<file path="src/sv/cmts_pkg.sv">
// Shared definitions for the multi-rate CAN transmit scheduler.
// Holds field widths, codes, the control word type and the sequencer program.
// No dependencies.
package cmts_pkg;

    // Field widths.
    localparam int ID_W     = 29;
    localparam int CLS_W    = 3;
    localparam int MODE_W   = 2;
    localparam int US_W     = 32;
    localparam int MS_W     = 11;
    localparam int PERIOD_W = 10;
    localparam int ENTRY_W  = ID_W + CLS_W;

    // Default table sizes.
    localparam int PERIODIC_ENTRIES_DEF = 16;
    localparam int QUERY_ENTRIES_DEF    = 16;

    // Reset value of the query period register.
    localparam logic [PERIOD_W-1:0] PERIOD_RESET = PERIOD_W'(100);

    // Timing constants.
    localparam logic [US_W-1:0] US_PER_MS  = US_W'(1000);
    localparam logic [MS_W-1:0] MS_WRAP    = MS_W'(1000);
    localparam logic [MS_W-1:0] MS_MAX     = MS_W'(1001);
    localparam logic [MS_W-1:0] MARK_10MS  = MS_W'(10);
    localparam logic [MS_W-1:0] MARK_100MS = MS_W'(100);
    localparam logic [MS_W-1:0] MARK_200MS = MS_W'(200);

    // Input mode codes.
    localparam logic [MODE_W-1:0] MODE_POLL  = 2'd0;
    localparam logic [MODE_W-1:0] MODE_TIMER = 2'd1;
    localparam logic [MODE_W-1:0] MODE_ADD   = 2'd2;

    // Rate class codes.
    localparam logic [CLS_W-1:0] CLS_QUERY = 3'd0;
    localparam logic [CLS_W-1:0] CLS_100HZ = 3'd1;
    localparam logic [CLS_W-1:0] CLS_10HZ  = 3'd2;
    localparam logic [CLS_W-1:0] CLS_5HZ   = 3'd3;
    localparam logic [CLS_W-1:0] CLS_1HZ   = 3'd4;

    // Tick increments.
    localparam logic [1:0] INC_POLL  = 2'd1;
    localparam logic [1:0] INC_TIMER = 2'd2;

    // Micro-operations of the sequencer.
    typedef enum logic [2:0] {
        OP_WAIT,
        OP_DIFF,
        OP_ACC,
        OP_TICK,
        OP_QUERY,
        OP_CHECK,
        OP_SCAN,
        OP_FLUSH
    } op_t;

    localparam int UPC_W = 4;

    // One control word: operation, class operand and branch target.
    typedef struct packed {
        op_t              op;
        logic [CLS_W-1:0] cls;
        logic [UPC_W-1:0] target;
    } ctrl_t;

    // Program addresses.
    localparam logic [UPC_W-1:0] A_WAIT  = 4'd0;
    localparam logic [UPC_W-1:0] A_DIFF  = 4'd1;
    localparam logic [UPC_W-1:0] A_ACC   = 4'd2;
    localparam logic [UPC_W-1:0] A_TICK  = 4'd3;
    localparam logic [UPC_W-1:0] A_QUERY = 4'd4;
    localparam logic [UPC_W-1:0] A_CHK1  = 4'd5;
    localparam logic [UPC_W-1:0] A_SCAN1 = 4'd6;
    localparam logic [UPC_W-1:0] A_CHK2  = 4'd7;
    localparam logic [UPC_W-1:0] A_SCAN2 = 4'd8;
    localparam logic [UPC_W-1:0] A_CHK3  = 4'd9;
    localparam logic [UPC_W-1:0] A_SCAN3 = 4'd10;
    localparam logic [UPC_W-1:0] A_CHK4  = 4'd11;
    localparam logic [UPC_W-1:0] A_SCAN4 = 4'd12;
    localparam logic [UPC_W-1:0] A_FLUSH = 4'd13;

    // Sequencer program. A check step jumps to its target when the class is
    // not due or the periodic table is empty; the wait step jumps to its target
    // on a timer tick; the accumulate step jumps to its target when no tick occurs.
    function automatic ctrl_t ucode_rom(input logic [UPC_W-1:0] addr);
        ctrl_t w;
        case (addr)
            A_WAIT:  w = '{op: OP_WAIT,  cls: CLS_QUERY, target: A_TICK};
            A_DIFF:  w = '{op: OP_DIFF,  cls: CLS_QUERY, target: A_ACC};
            A_ACC:   w = '{op: OP_ACC,   cls: CLS_QUERY, target: A_WAIT};
            A_TICK:  w = '{op: OP_TICK,  cls: CLS_QUERY, target: A_QUERY};
            A_QUERY: w = '{op: OP_QUERY, cls: CLS_QUERY, target: A_CHK1};
            A_CHK1:  w = '{op: OP_CHECK, cls: CLS_100HZ, target: A_CHK2};
            A_SCAN1: w = '{op: OP_SCAN,  cls: CLS_100HZ, target: A_CHK2};
            A_CHK2:  w = '{op: OP_CHECK, cls: CLS_10HZ,  target: A_CHK3};
            A_SCAN2: w = '{op: OP_SCAN,  cls: CLS_10HZ,  target: A_CHK3};
            A_CHK3:  w = '{op: OP_CHECK, cls: CLS_5HZ,   target: A_CHK4};
            A_SCAN3: w = '{op: OP_SCAN,  cls: CLS_5HZ,   target: A_CHK4};
            A_CHK4:  w = '{op: OP_CHECK, cls: CLS_1HZ,   target: A_FLUSH};
            A_SCAN4: w = '{op: OP_SCAN,  cls: CLS_1HZ,   target: A_FLUSH};
            A_FLUSH: w = '{op: OP_FLUSH, cls: CLS_QUERY, target: A_WAIT};
            default: w = '{op: OP_FLUSH, cls: CLS_QUERY, target: A_WAIT};
        endcase
        return w;
    endfunction

endpackage

</file>
<file path="src/sv/can_multirate_tx_scheduler_top.sv">
// Multi-rate periodic CAN transmit scheduler, microcoded sequencer and datapath.
// Depends on cmts_pkg for widths, codes and the sequencer program.
//
//  Channel | Handshake              | Payload
//  --------+------------------------+---------------------------------------------
//  command | cmd_valid / cmd_stall  | mode, now_us, entry_can_id, entry_rate
//  send    | send_valid / send_stall| send_id, send_class, last_of_tick
//  config  | cfg_valid / cfg_ready  | cfg_data (query period in ms)
//
// The sequencer freezes while a matching table read finds the pending result and a
// stalled output register both full; the final step also waits for the output register.
// Reset is asynchronous and clears all control state; the tables need no
// clearing since only entries below the fill counts are ever read.
module can_multirate_tx_scheduler_top
    import cmts_pkg::*;
#(
    parameter int PERIODIC_ENTRIES = PERIODIC_ENTRIES_DEF,
    parameter int QUERY_ENTRIES    = QUERY_ENTRIES_DEF
)
(
    input  logic                clk,
    input  logic                rst_n,
    // Command channel
    input  logic                cmd_valid,
    output logic                cmd_stall,
    input  logic [MODE_W-1:0]   mode,
    input  logic [US_W-1:0]     now_us,
    input  logic [ID_W-1:0]     entry_can_id,
    input  logic [CLS_W-1:0]    entry_rate,
    // Send channel
    output logic                send_valid,
    input  logic                send_stall,
    output logic [ID_W-1:0]     send_id,
    output logic [CLS_W-1:0]    send_class,
    output logic                last_of_tick,
    // Configuration channel
    input  logic                cfg_valid,
    output logic                cfg_ready,
    input  logic [PERIOD_W-1:0] cfg_data
);

    // Table index and count widths.
    localparam int PA_W = (PERIODIC_ENTRIES > 1) ? $clog2(PERIODIC_ENTRIES) : 1;
    localparam int PC_W = $clog2(PERIODIC_ENTRIES + 1);
    localparam int QA_W = (QUERY_ENTRIES > 1) ? $clog2(QUERY_ENTRIES) : 1;
    localparam int QC_W = $clog2(QUERY_ENTRIES + 1);
    localparam logic [PC_W-1:0] P_FULL = PC_W'(PERIODIC_ENTRIES);
    localparam logic [QC_W-1:0] Q_FULL = QC_W'(QUERY_ENTRIES);

    // Sequencer and timing state.
    logic [UPC_W-1:0]    upc_reg, upc_next;
    logic [PERIOD_W-1:0] period_reg, period_next;
    logic [MS_W-1:0]     ms_reg, ms_next;
    logic [MS_W-1:0]     lq_reg, lq_next;
    logic [MS_W-1:0]     m10_reg, m10_next;
    logic [MS_W-1:0]     m100_reg, m100_next;
    logic [MS_W-1:0]     m200_reg, m200_next;
    logic [US_W-1:0]     prev_reg, prev_next;
    logic [US_W-1:0]     acc_reg, acc_next;
    logic [US_W-1:0]     now_reg, now_next;
    logic [US_W-1:0]     diff_reg, diff_next;
    logic [1:0]          inc_reg, inc_next;

    // Table bookkeeping.
    logic [PC_W-1:0]     pcount_reg, pcount_next;
    logic [QC_W-1:0]     qcount_reg, qcount_next;
    logic [QA_W-1:0]     qptr_reg, qptr_next;
    logic [PA_W-1:0]     idx_reg, idx_next;

    // Table read stage.
    logic                rdv_reg, rdv_next;
    logic                rdq_reg, rdq_next;
    logic [CLS_W-1:0]    rdcls_reg, rdcls_next;
    logic [ENTRY_W-1:0]  pt_rd_reg;
    logic [ID_W-1:0]     qt_rd_reg;

    // Pending result, held until it is known whether another result follows.
    logic                pend_valid_reg, pend_valid_next;
    logic [ID_W-1:0]     pend_id_reg, pend_id_next;
    logic [CLS_W-1:0]    pend_cls_reg, pend_cls_next;

    // Output register.
    logic                out_valid_reg, out_valid_next;
    logic [ID_W-1:0]     out_id_reg, out_id_next;
    logic [CLS_W-1:0]    out_cls_reg, out_cls_next;
    logic                out_last_reg, out_last_next;

    // Tables.
    logic [ENTRY_W-1:0]  ptab [PERIODIC_ENTRIES];
    logic [ID_W-1:0]     qtab [QUERY_ENTRIES];

    ctrl_t               ctrl;
    logic                cmd_take;
    logic                b_match;
    logic                out_free;
    logic                hold;
    logic                pt_we;
    logic                qt_we;
    logic                pt_re;
    logic                qt_re;
    logic [US_W-1:0]     acc_sum;
    logic [MS_W-1:0]     el_q;
    logic [MS_W-1:0]     el_10;
    logic [MS_W-1:0]     el_100;
    logic [MS_W-1:0]     el_200;
    logic                due;
    logic [QC_W-1:0]     qptr_inc;
    logic                idx_last;

    assign ctrl      = ucode_rom(upc_reg);
    assign cmd_stall = (upc_reg != A_WAIT);
    assign cmd_take  = cmd_valid && !cmd_stall;
    assign cfg_ready = 1'b1;

    assign send_valid   = out_valid_reg;
    assign send_id      = out_id_reg;
    assign send_class   = out_cls_reg;
    assign last_of_tick = out_last_reg;

    // Elapsed times and derived compares.
    assign el_q     = ms_reg - lq_reg;
    assign el_10    = ms_reg - m10_reg;
    assign el_100   = ms_reg - m100_reg;
    assign el_200   = ms_reg - m200_reg;
    assign acc_sum  = acc_reg + diff_reg;
    assign qptr_inc = QC_W'(qptr_reg) + QC_W'(1);
    assign idx_last = ((PC_W'(idx_reg) + PC_W'(1)) == pcount_reg);

    // Read stage match and back-pressure.
    assign b_match  = rdv_reg && (rdq_reg || (pt_rd_reg[ID_W +: CLS_W] == rdcls_reg));
    assign out_free = !out_valid_reg || !send_stall;
    assign hold     = b_match && pend_valid_reg && !out_free;

    // Class due test for the current check step.
    always_comb
    begin
        case (ctrl.cls)
            CLS_100HZ: due = (el_10 >= MARK_10MS);
            CLS_10HZ:  due = (el_100 >= MARK_100MS);
            CLS_5HZ:   due = (el_200 >= MARK_200MS);
            CLS_1HZ:   due = (ms_reg >= MS_WRAP);
            default:   due = 1'b0;
        endcase
    end

    // Next-state logic for the sequencer and datapath.
    always_comb
    begin
        upc_next        = upc_reg;
        period_next     = period_reg;
        ms_next         = ms_reg;
        lq_next         = lq_reg;
        m10_next        = m10_reg;
        m100_next       = m100_reg;
        m200_next       = m200_reg;
        prev_next       = prev_reg;
        acc_next        = acc_reg;
        now_next        = now_reg;
        diff_next       = diff_reg;
        inc_next        = inc_reg;
        pcount_next     = pcount_reg;
        qcount_next     = qcount_reg;
        qptr_next       = qptr_reg;
        idx_next        = idx_reg;
        rdv_next        = rdv_reg;
        rdq_next        = rdq_reg;
        rdcls_next      = rdcls_reg;
        pend_valid_next = pend_valid_reg;
        pend_id_next    = pend_id_reg;
        pend_cls_next   = pend_cls_reg;
        out_valid_next  = out_valid_reg;
        out_id_next     = out_id_reg;
        out_cls_next    = out_cls_reg;
        out_last_next   = out_last_reg;
        pt_we           = 1'b0;
        qt_we           = 1'b0;
        pt_re           = 1'b0;
        qt_re           = 1'b0;

        // Configuration write.
        if (cfg_valid && cfg_ready)
        begin
            period_next = cfg_data;
        end

        // Output register drains when the sink takes it.
        if (out_valid_reg && !send_stall)
        begin
            out_valid_next = 1'b0;
        end

        // Matching read becomes the pending result; the old one moves out.
        if (b_match && !hold)
        begin
            if (pend_valid_reg)
            begin
                out_valid_next = 1'b1;
                out_id_next    = pend_id_reg;
                out_cls_next   = pend_cls_reg;
                out_last_next  = 1'b0;
            end
            pend_valid_next = 1'b1;
            pend_id_next    = rdq_reg ? qt_rd_reg : pt_rd_reg[ID_W-1:0];
            pend_cls_next   = rdq_reg ? CLS_QUERY : rdcls_reg;
        end

        if (!hold)
        begin
            rdv_next = 1'b0;

            // Sequencer step.
            case (ctrl.op)
                OP_WAIT:
                begin
                    if (cmd_take)
                    begin
                        case (mode)
                            MODE_POLL:
                            begin
                                now_next = now_us;
                                inc_next = INC_POLL;
                                upc_next = A_DIFF;
                            end
                            MODE_TIMER:
                            begin
                                inc_next = INC_TIMER;
                                upc_next = ctrl.target;
                            end
                            MODE_ADD:
                            begin
                                if (entry_rate == CLS_QUERY)
                                begin
                                    if (qcount_reg < Q_FULL)
                                    begin
                                        qt_we       = 1'b1;
                                        qcount_next = qcount_reg + QC_W'(1);
                                    end
                                end
                                else if (pcount_reg < P_FULL)
                                begin
                                    pt_we       = 1'b1;
                                    pcount_next = pcount_reg + PC_W'(1);
                                end
                            end
                            default:
                            begin
                                upc_next = A_WAIT;
                            end
                        endcase
                    end
                end

                OP_DIFF:
                begin
                    // Wrapping difference, one short when now is below prev; equal samples give all ones.
                    if (prev_reg < now_reg)
                    begin
                        diff_next = now_reg - prev_reg;
                    end
                    else
                    begin
                        diff_next = now_reg + ~prev_reg;
                    end
                    prev_next = now_reg;
                    upc_next  = ctrl.target;
                end

                OP_ACC:
                begin
                    if (acc_sum >= US_PER_MS)
                    begin
                        acc_next = '0;
                    end
                    else
                    begin
                        acc_next = acc_sum;
                    end
                    if ((acc_sum >= US_PER_MS) || (acc_sum == '0))
                    begin
                        upc_next = upc_reg + UPC_W'(1);
                    end
                    else
                    begin
                        upc_next = ctrl.target;
                    end
                end

                OP_TICK:
                begin
                    ms_next  = ms_reg + MS_W'(inc_reg);
                    upc_next = ctrl.target;
                end

                OP_QUERY:
                begin
                    if (el_q >= MS_W'(period_reg))
                    begin
                        lq_next = ms_reg;
                        if (qcount_reg != '0)
                        begin
                            qt_re    = 1'b1;
                            rdv_next = 1'b1;
                            rdq_next = 1'b1;
                            if (qptr_inc == qcount_reg)
                            begin
                                qptr_next = '0;
                            end
                            else
                            begin
                                qptr_next = qptr_inc[QA_W-1:0];
                            end
                        end
                    end
                    upc_next = ctrl.target;
                end

                OP_CHECK:
                begin
                    if (due)
                    begin
                        case (ctrl.cls)
                            CLS_100HZ: m10_next  = ms_reg;
                            CLS_10HZ:  m100_next = ms_reg;
                            CLS_5HZ:   m200_next = ms_reg;
                            CLS_1HZ:
                            begin
                                ms_next   = '0;
                                lq_next   = '0;
                                m10_next  = '0;
                                m100_next = '0;
                                m200_next = '0;
                            end
                            default:
                            begin
                                ms_next = ms_reg;
                            end
                        endcase
                    end
                    if (due && (pcount_reg != '0))
                    begin
                        idx_next = '0;
                        upc_next = upc_reg + UPC_W'(1);
                    end
                    else
                    begin
                        upc_next = ctrl.target;
                    end
                end

                OP_SCAN:
                begin
                    pt_re      = 1'b1;
                    rdv_next   = 1'b1;
                    rdq_next   = 1'b0;
                    rdcls_next = ctrl.cls;
                    idx_next   = idx_reg + PA_W'(1);
                    if (idx_last)
                    begin
                        upc_next = ctrl.target;
                    end
                end

                OP_FLUSH:
                begin
                    // Last result of the tick leaves once the read stage is empty and the output register is free.
                    if (!rdv_reg && (!pend_valid_reg || out_free))
                    begin
                        if (pend_valid_reg)
                        begin
                            out_valid_next = 1'b1;
                            out_id_next    = pend_id_reg;
                            out_cls_next   = pend_cls_reg;
                            out_last_next  = 1'b1;
                        end
                        pend_valid_next = 1'b0;
                        upc_next        = ctrl.target;
                    end
                end

                default:
                begin
                    upc_next = A_WAIT;
                end
            endcase
        end
    end

    // Control and payload registers.
    always_ff @(posedge clk or negedge rst_n)
    begin
        if (!rst_n)
        begin
            upc_reg        <= A_WAIT;
            period_reg     <= PERIOD_RESET;
            ms_reg         <= '0;
            lq_reg         <= '0;
            m10_reg        <= '0;
            m100_reg       <= '0;
            m200_reg       <= '0;
            prev_reg       <= '0;
            acc_reg        <= '0;
            now_reg        <= '0;
            diff_reg       <= '0;
            inc_reg        <= INC_POLL;
            pcount_reg     <= '0;
            qcount_reg     <= '0;
            qptr_reg       <= '0;
            idx_reg        <= '0;
            rdv_reg        <= 1'b0;
            rdq_reg        <= 1'b0;
            rdcls_reg      <= CLS_QUERY;
            pend_valid_reg <= 1'b0;
            pend_id_reg    <= '0;
            pend_cls_reg   <= CLS_QUERY;
            out_valid_reg  <= 1'b0;
            out_id_reg     <= '0;
            out_cls_reg    <= CLS_QUERY;
            out_last_reg   <= 1'b0;
        end
        else
        begin
            upc_reg        <= upc_next;
            period_reg     <= period_next;
            ms_reg         <= ms_next;
            lq_reg         <= lq_next;
            m10_reg        <= m10_next;
            m100_reg       <= m100_next;
            m200_reg       <= m200_next;
            prev_reg       <= prev_next;
            acc_reg        <= acc_next;
            now_reg        <= now_next;
            diff_reg       <= diff_next;
            inc_reg        <= inc_next;
            pcount_reg     <= pcount_next;
            qcount_reg     <= qcount_next;
            qptr_reg       <= qptr_next;
            idx_reg        <= idx_next;
            rdv_reg        <= rdv_next;
            rdq_reg        <= rdq_next;
            rdcls_reg      <= rdcls_next;
            pend_valid_reg <= pend_valid_next;
            pend_id_reg    <= pend_id_next;
            pend_cls_reg   <= pend_cls_next;
            out_valid_reg  <= out_valid_next;
            out_id_reg     <= out_id_next;
            out_cls_reg    <= out_cls_next;
            out_last_reg   <= out_last_next;
        end
    end

    // Periodic table: written at the fill count, read at the scan index.
    always_ff @(posedge clk)
    begin
        if (pt_we)
        begin
            ptab[pcount_reg[PA_W-1:0]] <= {entry_rate, entry_can_id};
        end
        if (pt_re)
        begin
            pt_rd_reg <= ptab[idx_reg];
        end
    end

    // Query table: written at the fill count, read at the round-robin pointer.
    always_ff @(posedge clk)
    begin
        if (qt_we)
        begin
            qtab[qcount_reg[QA_W-1:0]] <= entry_can_id;
        end
        if (qt_re)
        begin
            qt_rd_reg <= qtab[qptr_reg];
        end
    end

    // The read stage and pending result are empty whenever a command can enter.
    assert property (@(posedge clk) disable iff (!rst_n)
        (upc_reg == A_WAIT) |-> (!pend_valid_reg && !rdv_reg))
        else $error("read stage or pending result busy while idle");

    // A frozen sequencer keeps its step.
    assert property (@(posedge clk) disable iff (!rst_n)
        hold |=> $stable(upc_reg))
        else $error("sequencer advanced during back-pressure");

    // The round-robin pointer stays inside the filled part of the query table.
    assert property (@(posedge clk) disable iff (!rst_n)
        (qcount_reg != '0) |-> (QC_W'(qptr_reg) < qcount_reg))
        else $error("query pointer beyond fill count");

    // Scans only read written entries.
    assert property (@(posedge clk) disable iff (!rst_n)
        (ctrl.op == OP_SCAN) |-> (PC_W'(idx_reg) < pcount_reg))
        else $error("scan index beyond fill count");

    // The millisecond counter clears at the wrap point.
    assert property (@(posedge clk) disable iff (!rst_n)
        ms_reg <= MS_MAX)
        else $error("millisecond counter past wrap");

endmodule

</file>
<file path="config.mk">
export PLATFORM = sky130hd
export DESIGN_NAME = can_multirate_tx_scheduler_top
export DESIGN_NICKNAME = d
export VERILOG_FILES = /design/src/sv/cmts_pkg.sv /design/src/sv/can_multirate_tx_scheduler_top.sv
export SDC_FILE = /design/constraint.sdc
export NUM_CORES = 2
export LEC_CHECK = 0
export ABC_AREA = 0
export BUFFER_PORTS_ARGS = -buffer_cell sky130_fd_sc_hd__buf_2
export CORE_MARGIN = 5
export CORE_UTILIZATION = 65
export CTS_CLUSTER_SIZE = 20
export DETAILED_ROUTE_END_ITERATION = 10
export PLACE_DENSITY = 0.82
export SYNTH_ARGS = -nofsm -noshare
export SYNTH_HDL_FRONTEND = slang
export SYNTH_SLANG_ARGS = --single-unit
export TNS_END_PERCENT = 10
</file>
<file path="constraint.sdc">
create_clock -name clk -period 15.4 [get_ports clk]
set_clock_uncertainty 0.15 [all_clocks]
set_input_delay 3.08 -clock clk [delete_from_list [all_inputs] [get_ports clk]]
set_output_delay 3.08 -clock clk [all_outputs]
set_load 0.05 [all_outputs]
</file>
Word-level counts from Yosys, hierarchy flattened
Memories as Yosys holds them, arrays and structs flattened. A register that Yosys moved wholly into a read port is not among the register bits.
Cells that the tools add are included.
- flip-flop bits (word level): 289
- bits in writable memories: 976
- bits in read-only memories: 160
- input port bits: 81
- output and inout port bits: 36
- word-level logic and storage cells: 210
- memories: 3
- memory list (memory ; depth ; bits a word ; read ports ; clocked after memory_dff ; wr ports ; line ; text):
    ptab ; 16 ; 32 ; 1 ; 1 ; 1 ; can_multirate_tx_scheduler_top.sv:89 ; logic [ENTRY_W-1:0] ptab [PERIODIC_ENTRIES];
    qtab ; 16 ; 29 ; 1 ; 1 ; 1 ; can_multirate_tx_scheduler_top.sv:90 ; logic [ID_W-1:0] qtab [QUERY_ENTRIES];
    (no name shown) ; 16 ; 10 ; 1 ; 0 ; 0 ; cmts_pkg.sv:88 ; case (addr)
- add/subtract/negate cells: 14
- order comparisons: 9
- equality and inequality tests: 25
- mux-type cells: 79
- bitwise gates (word level): 3
- reductions and logical operators: 51
- operator list (kind ; number):
    $mux 29 ; 7
    $pmux 11 s2 ; 5
    $add 32x32->32 ; 2
    $mux 32 ; 2
    $sub 11x11->11 ; 4
    $mux 1 ; 41
    $mux 11 ; 3
    $ge 32x10->1 const B ; 1
    $logic_not 32->1 ; 1
    $lt 32x32->1 ; 1
    $not 32->32 ; 1
    $reduce_and 4->1 ; 8
    $sub 32x32->32 ; 1
    $mux 4 ; 7
    $pmux 4 s6 ; 1
    $mux 3 ; 7
    $ne 2x2->1 const B ; 8
    $reduce_bool 2->1 ; 8
    $eq 3x3->1 const B ; 5
    $eq 3x2->1 const B ; 4
    $pmux 4 s3 ; 1
    $reduce_and 6->1 ; 2
    $add 11x2->11 ; 1
    $ge 11x10->1 ; 1
    other kinds (30) ; 59

Logic depth before layout (Yosys ltp)
- word-level depth: 12
- mapped depth: 20
- gate-level depth less buffers: 19

Worst setup path after synthesis
No wires, ideal clock.
- kind: in2reg
- from: input port send_stall
- to: memory ptab[3][0] in the netlist's numbering (enable)
- library setup time: 461 ps
- arrival time: 6406 ps
- slack: 8383 ps
- stages on the path: 6
- path buffers: 0
- cell sequence: and4_1 > nor3b_1 > nand2b_1 > nor2_1 > nand2_1 > nor3_1
- cells in the longest elaborated chain, start to end: 7
- ends and longest elaborated chain (item ; line ; text):
    start, declared ; can_multirate_tx_scheduler_top.sv:32 ; input logic send_stall,
    $logic_not 1->1 ; can_multirate_tx_scheduler_top.sv:131 ; assign out_free = !out_valid_reg || !send_stall;
    $logic_or 1x1->1 ; can_multirate_tx_scheduler_top.sv:131 ;
    $logic_not 1->1 ; can_multirate_tx_scheduler_top.sv:132 ; assign hold = b_match && pend_valid_reg && !out_free;
    $logic_and 1x1->1 ; can_multirate_tx_scheduler_top.sv:132 ;
    $mux 1 ; can_multirate_tx_scheduler_top.sv:207 ; if (!hold)
    $mux 1 ; can_multirate_tx_scheduler_top.sv:454 ; if (pt_we)
    $mux 1 (implied by the code) ; can_multirate_tx_scheduler_top.sv:456 ; ptab[pcount_reg[PA_W-1:0]] <= {entry_rate, entry_can_id};
    end, declared ; can_multirate_tx_scheduler_top.sv:89 ;
Every way passes these cells.

Worst setup path after layout
- from: input port send_stall
- to: memory qtab[10][13] (enable)
- cells in the longest elaborated chain, start to end: 7
- ends and longest elaborated chain (item ; line ; text):
    $logic_not 1->1 ; can_multirate_tx_scheduler_top.sv:131 ;
    $logic_or 1x1->1 ; can_multirate_tx_scheduler_top.sv:131 ;
    $logic_not 1->1 ; can_multirate_tx_scheduler_top.sv:132 ;
    $logic_and 1x1->1 ; can_multirate_tx_scheduler_top.sv:132 ;
    $mux 1 ; can_multirate_tx_scheduler_top.sv:207 ;
    $mux 1 ; can_multirate_tx_scheduler_top.sv:467 ; if (qt_we)
    $mux 1 (implied by the code) ; can_multirate_tx_scheduler_top.sv:469 ; qtab[qcount_reg[QA_W-1:0]] <= entry_can_id;
    end, declared ; can_multirate_tx_scheduler_top.sv:90 ;
Every way passes these cells.

==> metrics <==
run status=finished, final reports clean; CTS tree=built; total gr overflow=0; proportion of layout cells with a drive suffix above 1=17.0%; total clock buffers created by CTS=133; count of different cell masters after synthesis=88; first-pass iteration count of the detailed router=6; worst slew pin tran=1.26 ns; Yosys top cell by area=sky130_fd_sc_hd__edfxtp_1; vertical extent of the die=307 µm; number of synthesized flops with an enable pin=1037; wire per inst=26.5 µm; share of synthesized cell area in and, or, nand and nor gates=5.47%; complex-gate fraction of the synthesized area=8.81%; kind of end point of the critical path=flip-flop; worst max-slew margin expressed relative to the limit=15.9%; crit path DAT=6.45 ns; worst hold path type=flip-flop to flip-flop; Max-Cap Viols=0; half-perimeter wire length after placement=80.4 mm; Syn-to-layout area delta=10.9%; final count of pins violating max slew=0; starting density of the core=65.7%; IR Drop Worst-Case VDD=0.197 mV; final instance area=63600 µm²; area of the die=94200 µm²; via count normalized by instance count=6.59; most frequent standard cell in the layout excluding fill and tap cells=sky130_fd_sc_hd__edfxtp_1; total track usage=29.2%; Warnings, synthesis=0; most frequent cells in the layout=1037 x sky130_fd_sc_hd__edfxtp_1, 278 x sky130_fd_sc_hd__dfrtp_1, 268 x sky130_fd_sc_hd__nand2_1; clock latency on the worst-skew pair=0.75 ns; switching component of the power=4.43 mW; largest family of logic cells by synthesized area=multiplexers; buffer cell driving the clock tree root=sky130_fd_sc_hd__clkbuf_16; maximum number of pins on one net before global-route repair=128; boundary pin count=117; area of the mapped netlist=57300 µm²; fraction of power consumed by the clock network=26.7%; Placed Instance Area=59100 µm²; final estimated routing congestion in global placement=0.856; Async SR Flop Fraction=21.8%; fin nets=4160; CP Class=primary input to flip-flop; P_int=7.88 mW; post-route antenna net violation count=0; critical path startpoint category=primary input; routed wire length=138 mm; static leakage power=23.5 nW; placement row count=108; buffers from clock root to sink, at most=3; number of global-route vias before repair=34200; prevailing post-synth register cell=sky130_fd_sc_hd__edfxtp_1; CP Max Fanout=29; final count of hold timing violations=0; Die X=307 µm; clock net sink count=1326; Std-Cell Core Area=87200 µm²; mean cell area of the mapped netlist=14.9 µm²; number of levels in the clock H-tree=4; xor/xnor share of the synthesized area=1.31%; Post-Synth Adder-Cell Area=3.07%; Sequential Power Share=36.8%; post-route clock period utilization=40.5%; min Tclk post-route=6.23 ns; detailed-route DRC error count=0; PortBufs=115; count of final setup violators=0; hold buffer count at CTS=0; register area share after synthesis=67.0%; Power per Cell Area=194 nW/µm²; post-CTS repair timing setup buffer count=0; mux share of post-synthesis cell area=12.2%; post-cts repair resize count=0; synthesized instance count=3844; Comb pwr share=36.5%; synthesized netlist net count=4062; drt initial violations=3988; layout filler cell count=5123; number of flip-flops in the largest register=512; clock-pin slew of the registers on the worst-case setup and hold paths=0.06 ns; global-route wire length before repair=209 mm; data required time at the worst endpoint=15.62 ns; setup repair after global routing missed its margin=no; total negative setup slack=0 ns; flip-flop and latch count after synthesis=1326; Switching Fraction=36.0%; share of the synthesized area in the top cell type=54.4%; maximum operating frequency=0.160 GHz; number of antenna violations at the first check in global routing=1; count of vias placed by the detailed router=34300; top cells by area in the synthesized netlist=sky130_fd_sc_hd__edfxtp_1 54%, sky130_fd_sc_hd__dfrtp_1 12%, sky130_fd_sc_hd__mux4_2 4.8%
cell usage after synthesis (all sizes together) (54+ instances only):
| cell | number |
|---|---|
| a21o | 54 |
| dfrtp | 285 |
| nor2 | 127 |
| a221oi | 66 |
| clkbuf | 146 |
| mux2i | 233 |
| nand2 | 268 |
| a21oi | 180 |
| ha | 131 |
| a22oi | 63 |
| edfxtp | 1037 |
| o21ai | 258 |
| mux2 | 171 |
| mux4 | 122 |
| inv | 136 |
critical path: stages:
cell and delay (ns):
sky130_fd_sc_hd__buf_2 0.12, sky130_fd_sc_hd__and4_1 0.23, sky130_fd_sc_hd__nor3b_1 0.70, sky130_fd_sc_hd__nand2_1 0.35, sky130_fd_sc_hd__nor2_1 0.58, sky130_fd_sc_hd__nand3b_1 0.46
sky130_fd_sc_hd__nor2_4 0.90
area by class of cell:
cell class | count | area [µm²] | area share, %
Multi-Input combinational cell | 2202 | 17900 | 28.2
Antenna cell | 1 | 2.50 | 0.00394
Clock inverter | 69 | 726 | 1.14
Inverter | 136 | 510 | 0.803
Timing Repair Buffer | 143 | 808 | 1.27
Sequential cell | 1326 | 38400 | 60.4
Tap cell | 1155 | 1450 | 2.27
Clock buffer | 177 | 3730 | 5.87
final timing paths:
| check | startpoint | to | slack, ns | cells past startpoint |
|---|---|---|---|---|
| hold reg to reg | lq_reg[1] | lq_reg[1] | 0.32 | 2 |
| hold / removal | lq_reg[1] | lq_reg[1] | 0.32 | 2 |
| setup reg to reg | upc_reg[3] | qtab[10][13] | 10.11 | 7 |
| setup / recovery | send_stall | qtab[10][13] | 9.17 | 7 |
| min in group asynchronous | rst_n | m100_reg[1] | 2.17 | 1 |
| max in group asynchronous | rst_n | now_reg[16] | 10.76 | 3 |
per-stage QoR:
stage	power, mW	instances	util (%)	hold slack (ns)	worst slack [ns]
2_1_floorplan	7.75	3844	-	0.299	8.38
3_3_place_gp	8.85	4962	67.8	0.309	8.61
3_5_place_dp	8.96	4962	67.8	0.316	8.60
4_1_cts	12.3	5208	72.9	0.327	9.28
5_1_grt	12.9	5208	72.9	0.345	9.16
6_report	12.3	5209	72.9	0.324	9.17
metal layers:
layer	GRT usage (%)	share of wire, %
met2	48.8	50
met3	4.71	8.0
met4	13.2	5.1
met5	0	0
met1	38.3	37
power by group through the flow:
| stage | Sequential (mW) | Combinational, mW | Clock, mW |
|---|---|---|---|
| after global placement | 4.58 | 4.27 | 0 |
| final | 4.53 | 4.49 | 3.29 |
| after floorplan | 4.55 | 3.20 | 0 |
| after global routing | 4.56 | 4.86 | 3.48 |
| after CTS | 4.52 | 4.45 | 3.31 |
| after detailed placement | 4.59 | 4.38 | 0 |
cell families after synthesis:
logic type,count (synthesis)
AO/OA/AOI/OAI,791
other,1
buffers and inverters,316
AND/OR/NAND/NOR,661
adder cells (fa/ha/maj),137
flip-flops,1326
XOR/XNOR,86
multiplexers,526
(Power assumes the default switching activity.)
